==> src/design/pmm_pkg.sv <==
// ----------------------------------------------------------------------------
// pmm_pkg
// Types and constants shared by the masked-match rule table and its checker.
// ----------------------------------------------------------------------------
package pmm_pkg;

  // Fixed field widths of the item interface.
  localparam int MODE_W = 2;
  localparam int SLOT_W = 6;
  localparam int FIELD_W = 64;
  localparam int PRIO_W = 16;

  // Number of slots that the slot field can address.
  localparam int SLOT_SPAN = 2 ** SLOT_W;

  // Operation codes carried in the mode field.
  localparam logic [MODE_W-1:0] MODE_INSERT = 2'd0;
  localparam logic [MODE_W-1:0] MODE_REMOVE = 2'd1;
  localparam logic [MODE_W-1:0] MODE_MATCH  = 2'd2;

  // Status codes of a result item.
  localparam logic STATUS_DONE  = 1'b0;
  localparam logic STATUS_EMPTY = 1'b1;

  // One input item.
  typedef struct packed {
    logic [MODE_W-1:0]  mode;
    logic [SLOT_W-1:0]  slot;
    logic [FIELD_W-1:0] lookup_key;
    logic [FIELD_W-1:0] rule_mask;
    logic [PRIO_W-1:0]  rule_priority;
  } in_item_t;

  // One result item.
  typedef struct packed {
    logic              status;
    logic              hit;
    logic [SLOT_W-1:0] hit_slot;
    logic [PRIO_W-1:0] hit_priority;
  } out_item_t;

  // Control part of an item as it travels from cell to cell; key and mask
  // travel beside it at the table's key width.
  typedef struct packed {
    logic              valid;
    logic [MODE_W-1:0] mode;
    logic [SLOT_W-1:0] slot;
    logic [PRIO_W-1:0] rule_priority;
    logic              status;
    logic              hit;
    logic [SLOT_W-1:0] hit_slot;
    logic [PRIO_W-1:0] hit_priority;
  } pmm_ctl_t;

endpackage

==> src/design/pmm_cell.sv <==
// ----------------------------------------------------------------------------
// pmm_cell
// One rule slot of the table. It holds the rule and one pipeline stage of
// the item chain: each passing item is applied to this slot and handed on.
// ----------------------------------------------------------------------------
module pmm_cell #(
  parameter int INDEX     = 0,
  parameter int KEY_WIDTH = 64
) (
  input  logic                  clk,
  input  logic                  rst_n,
  input  logic                  advance,
  input  pmm_pkg::pmm_ctl_t     prev_ctl,
  input  logic [KEY_WIDTH-1:0]  prev_key,
  input  logic [KEY_WIDTH-1:0]  prev_mask,
  output pmm_pkg::pmm_ctl_t     ctl_r,
  output logic [KEY_WIDTH-1:0]  key_r,
  output logic [KEY_WIDTH-1:0]  mask_r
);

  // Slots past what the slot field can name are never addressed.
  localparam bit IN_RANGE = INDEX < pmm_pkg::SLOT_SPAN;
  localparam logic [pmm_pkg::SLOT_W-1:0] MY_SLOT = pmm_pkg::SLOT_W'(INDEX);

  // Stored rule.
  logic                        rule_valid_r, rule_valid_nxt;
  logic [KEY_WIDTH-1:0]        rule_key_r, rule_key_nxt;
  logic [KEY_WIDTH-1:0]        rule_care_r, rule_care_nxt;
  logic [pmm_pkg::PRIO_W-1:0]  rule_rank_r, rule_rank_nxt;

  pmm_pkg::pmm_ctl_t           ctl_nxt;
  logic                        slot_here;
  logic                        take;
  logic                        key_eq;

  assign slot_here = IN_RANGE && (prev_ctl.slot == MY_SLOT);
  assign take      = advance && prev_ctl.valid;
  assign key_eq    = (prev_key & rule_care_r) == rule_key_r;

  // Apply the passing item to this slot.
  always_comb begin
    ctl_nxt        = prev_ctl;
    rule_valid_nxt = rule_valid_r;
    rule_key_nxt   = rule_key_r;
    rule_care_nxt  = rule_care_r;
    rule_rank_nxt  = rule_rank_r;
    case (prev_ctl.mode)
      pmm_pkg::MODE_INSERT: begin
        if (slot_here) begin
          rule_valid_nxt = 1'b1;
          rule_key_nxt   = prev_key & prev_mask;
          rule_care_nxt  = prev_mask;
          rule_rank_nxt  = prev_ctl.rule_priority;
        end
      end
      pmm_pkg::MODE_REMOVE: begin
        if (slot_here && rule_valid_r) begin
          rule_valid_nxt = 1'b0;
          ctl_nxt.status = pmm_pkg::STATUS_DONE;
        end
      end
      pmm_pkg::MODE_MATCH: begin
        // Slots are visited in rising order, so a strict compare keeps the
        // lowest slot among equal priorities.
        if (rule_valid_r && key_eq &&
            (!prev_ctl.hit || (rule_rank_r > prev_ctl.hit_priority))) begin
          ctl_nxt.hit          = 1'b1;
          ctl_nxt.hit_slot     = MY_SLOT;
          ctl_nxt.hit_priority = rule_rank_r;
        end
      end
      default: begin
      end
    endcase
  end

  // Control state: rule valid bit and stage valid bit.
  always_ff @(posedge clk) begin
    if (!rst_n) begin
      rule_valid_r <= 1'b0;
      ctl_r.valid  <= 1'b0;
    end else if (advance) begin
      ctl_r.valid <= prev_ctl.valid;
      if (take) begin
        rule_valid_r <= rule_valid_nxt;
      end
    end
  end

  // Payload of the stage and of the rule.
  always_ff @(posedge clk) begin
    if (advance) begin
      ctl_r.mode          <= ctl_nxt.mode;
      ctl_r.slot          <= ctl_nxt.slot;
      ctl_r.rule_priority <= ctl_nxt.rule_priority;
      ctl_r.status        <= ctl_nxt.status;
      ctl_r.hit           <= ctl_nxt.hit;
      ctl_r.hit_slot      <= ctl_nxt.hit_slot;
      ctl_r.hit_priority  <= ctl_nxt.hit_priority;
      key_r               <= prev_key;
      mask_r              <= prev_mask;
    end
    if (take) begin
      rule_key_r  <= rule_key_nxt;
      rule_care_r <= rule_care_nxt;
      rule_rank_r <= rule_rank_nxt;
    end
  end

endmodule

==> config.mk <==
export PLATFORM = sky130hd
export DESIGN_NAME = pmm_cell
export DESIGN_NICKNAME = d
export VERILOG_FILES = /design/src/design/pmm_pkg.sv /design/src/design/pmm_cell.sv
export SDC_FILE = /design/constraint.sdc
export NUM_CORES = 1
export LEC_CHECK = 0
export BUFFER_PORTS_ARGS = -buffer_cell sky130_fd_sc_hd__buf_2
export CAP_MARGIN = 20
export CORE_UTILIZATION = 48
export DETAILED_ROUTE_END_ITERATION = 8
export HOLD_SLACK_MARGIN = 0.12
export PLACE_DENSITY = 0.71
export SETUP_SLACK_MARGIN = 0.05
export SYNTH_ARGS = -nofsm -noshare
export SYNTH_HDL_FRONTEND = slang
export SYNTH_SLANG_ARGS = --single-unit
==> constraint.sdc <==
create_clock -name clk -period 18.2 [get_ports clk]
set_input_delay 0.91 -clock clk [delete_from_list [all_inputs] [get_ports clk]]
set_output_delay 0.91 -clock clk [all_outputs]
set_load 0.005 [all_outputs]
# Yosys cells after proc, flatten, opt, wreduce, memory -nomap -nowiden

Index checks and enable logic that the tools add are counted.
W data, S select, Z words.

Eq/ne operators: 5
$lt $le $gt $ge: 1
Bitwise operators: 2
Reduce and logical (&&, ||, !) cells: 11
Muxes and demuxes: 7

Operator list:

| operator             | number |
|---|---|
| $and A64 B64 Y64     | 2 |
| $eq A64 B64 Y1       | 1 |
| $mux W23             | 2 |
| $gt A16 B16 Y1       | 1 |
| $logic_not A6 Y1     | 1 |
| $reduce_and A5 Y1    | 1 |
| $logic_and A1 B1 Y1  | 4 |
| $mux W1              | 4 |
| $ne A2 B2 Y1 const B | 2 |
| $reduce_and A3 Y1    | 1 |
| $eq A2 B1 Y1 const B | 1 |
| $eq A2 B2 Y1 const B | 1 |
| $logic_not A2 Y1     | 1 |
| $pmux W1 S2          | 1 |
| $reduce_bool A2 Y1   | 1 |
| $logic_not A1 Y1     | 1 |
| $logic_or A1 B1 Y1   | 1 |

Input port bits: 180
Output and inout bits: 177
Bits in registers: 322
Word-level logic and storage cells: 40

# Logic depth before layout (Yosys ltp)

Word-level depth: 6
Mapped depth: 9
Depth with buffers taken out: 8

# Least setup slack after synthesis

No wires, ideal clock.

Path type: input port to flip-flop
From: input port prev_ctl[43] (netlist name)
To: register rule_care_r[0] (enable)
Arrival time: 7811 ps
Cell stages on the path: 4
Data required time: 17549 ps
Library setup time: 651 ps
Path slack: 9738 ps
Cells stage by stage: or4_1 nor4_1 nand3_1 nor2_1

Word-level cells in the longest chain between the ends: 2

RTL lines:

| item                               | RTL line        | source |
|---|---|---|
| from (decl)                        | pmm_cell.sv:13  | `input pmm_pkg::pmm_ctl_t prev_ctl,` |
| $logic_not A6 Y1                   | pmm_cell.sv:36  | `assign slot_here = IN_RANGE && (prev_ctl.slot == MY_SLOT);` |
| $reduce_and A3 Y1 (no source line) | -               |  |
| to (signal assigned)               | pmm_cell.sv:105 | `rule_care_r <= rule_care_nxt;` |
| to (decl)                          | pmm_cell.sv:28  | `logic [KEY_WIDTH-1:0] rule_care_r, rule_care_nxt;` |

Every way passes these cells.
A chain may end at the register's enable or synchronous reset.

==> flow_summary.ini <==
[run_status]
status = finished clean

[detailed_routing]
ant_nets = 0
vias = 6919
wl_per_cell_um = 17.6
drc_errors = 0
initialDrtViolationCount = 374
drtPass1Iterations = 4
wirelength_mm = 24.4
routed_via_density = 5.00

[synthesis]
synthSimpleGateAreaFrac_pct = 8.79
syn_area_per_cell_um2 = 18.7
yosys.cell_types.count = 43
ys_ff_latch = 322
netlist_area_um2 = 12000
synth_compound_area_share_pct = 5.21
synth-edff-count = 320
synth_top_family_by_area = simple AND/OR/NAND/NOR gates
synth_fa_ha_area_share_pct = 1.67
async_flop_share_pct = 0
synth_warnings = 0
muxShareOfSynthArea_pct = 2.03
syn_inst = 640
synthXorXnorAreaFrac_pct = 1.02
synth-seq-area-share_pct = 80.5
synth_nets = 836
synthFlopType = edfxtp_1

[sta]
finalCriticalPeriod_ps = 3720
skew_ps = 18.2
hold_viol_final = 0
setup_viol = 0
fmax_ghz = 0.269
grt_setup_unrepaired = false
hold_ws_ps = 531
maxSlewHeadroom_pct = 38.1
period_share_pct = 20.4
worst_slew_pin_slew_ps = 906
setup_ws_ps = 14480
drv_slew = 0
setup-tns-final_ps = 0

[critical_path]
critPathCapture = ctl_r[13]$_DFFE_PP_
reg2reg_from = rule_care_r[14]$_DFFE_PP_
rr_worst_depth = 6
worstSetupStartpoint = prev_key[14]
r2r_setup_slack_ps = 14580
cp-end-kind = flop
cp_max_fo = 22
arrival_ps = 3950
start_kind = primary input
worst_r2r_endpoint = ctl_r[13]$_DFFE_PP_
worst_ep_required_time_ps = 18440
crit_type = primary input to flop

[final_layout]
final_layout_size_suffix_gt1_share_pct = 41.3
post-route-util_pct = 62.7
layout.cells.most_common = buf_2
fillers = 1826
layout_common_cells = buf_2 (355), edfxtp_1 (320), and2_1 (70)
area_growth_pct = 27.6
layout.nets = 1230

[cts]
ctsResizeCount = 0
clock-root-buffer = clkbuf_16
cts.reportedPaths.clkPinSlew_ps = 60
cts_tree = yes
cts_max_path_buffers = 3
cts_max_level = 2
postCtsHoldBufs = 0
post_cts_buffers = 0
clock_latency_ps = 500
numCtsBuffers = 34
cts.sinks = 322

[die]
fp.dieH_um = 160
rows = 57
die_w_um = 160
coreArea_um2 = 24400
initial_utilization_pct = 49.1
dieArea_um2 = 25600
io_pins = 357

[power]
p_leak_nw = 6.07
p_per_area_nw_per_um2 = 106
peakVddDrop_mv = 0.103

[global_route]
grt_start_max_net_pins = 74
grt_pass1_wl_mm = 36.6
grt_overflow_total = 0
gr-usage-all-layers_pct = 18.8
grt_pass1_vias = 6882
antenna_found_initial = 2

[placement]
gp_congestion = 0.825
io_buffers = 356
hpwl_mm = 17.9
place_ws_ps = 14000

[worst_hold_path]
hold_path.class = flop to flop

[run]
maxCapViolCount = 0
cell type report:
class	instances	area (µm²)	area share [%]
Tap cell	324	405	2.65
Timing Repair Buffer	360	1820	11.9
Clock inverter	13	119	0.777
Sequential cell	322	9650	63.1
Multi-Input combinational cell	298	2250	14.7
Clock buffer	47	973	6.37
Inverter	18	67.6	0.442
Antenna cell	2	5.00	0.0327
metal layers:
layer	part of all wire [%]	global-route usage (%)
met5	0	0
met4	2.7	6.32
met3	7.2	4.29
met2	49	31.8
met1	41	23.9
metrics by stage:
stage / area [µm²] / std cells / power [mW]
after global placement: 14200 / 1322 / 0.967
after global routing: 15300 / 1383 / 1.67
after floorplan: 12000 / 640 / 0.896
after detailed placement: 14200 / 1322 / 0.970
final: 15300 / 1384 / 1.62
after CTS: 15300 / 1382 / 1.64
where the power goes:
| group | leakage (nW) | internal [mW] | switching (mW) |
|---|---|---|---|
| sequential | 2.96 | 0.852 | 0.00734 |
| clock | 0.528 | 0.403 | 0.267 |
| combinational | 2.58 | 0.0445 | 0.0490 |
| total | 6.07 | 1.30 | 0.324 |
worst min path at each step:
stage	end	depth (start not counted)	startpoint	slack [ps]
5_1_grt	ctl_r[48]$_SDFFE_PN0P_	2	ctl_r[48]$_SDFFE_PN0P_	560
2_1_floorplan	rule_valid_r$_SDFFE_PN0P_	2	rule_valid_r$_SDFFE_PN0P_	490
4_1_cts	ctl_r[48]$_SDFFE_PN0P_	2	ctl_r[48]$_SDFFE_PN0P_	530
3_3_place_gp	ctl_r[48]$_SDFFE_PN0P_	2	ctl_r[48]$_SDFFE_PN0P_	500
6_report	ctl_r[48]$_SDFFE_PN0P_	2	ctl_r[48]$_SDFFE_PN0P_	530
3_5_place_dp	ctl_r[48]$_SDFFE_PN0P_	2	ctl_r[48]$_SDFFE_PN0P_	520
sequential cells by signal, summed over array words and instances (netlist names):
name	cells
rule_care_r	64
rule_key_r	64
rule_rank_r	16
mask_r	64
ctl_r	49
key_r	64
rule_valid_r	1
critical path, stage by stage:
cell and delay [ps]:
buf_2 120, and3b_1 160, a2111oi_0 780, nand4_1 190
nor4_2 440, nand4_2 800, mux2_4 550
synth_stat cells (4+ instances only):
cell / n / area (µm²)
inv_1: 18 / 67.6
nand3b_1: 4 / 30.0
and2_1: 70 / 438
ha_1: 16 / 200
a2111oi_2: 5 / 75.1
a21oi_1: 17 / 85.1
and3_1: 14 / 87.6
and3b_1: 19 / 166
xor2_1: 14 / 123
mux2_4: 14 / 210
o22a_1: 6 / 52.6
nand3_1: 7 / 35.0
a21boi_0: 17 / 128
nand4_1: 14 / 87.6
nand2_1: 32 / 120
edfxtp_1: 320 / 9610
a21o_1: 7 / 52.6
a2bb2oi_1: 4 / 35.0
a211oi_1: 5 / 37.5
logic make-up after synthesis:
logic type | after synthesis
compound gates | 79
xor+xnor | 14
mux | 17
fa+ha+maj | 16
simple gates | 172
buf+inv | 20
flops | 322
Power figures use the tool's default switching activity.
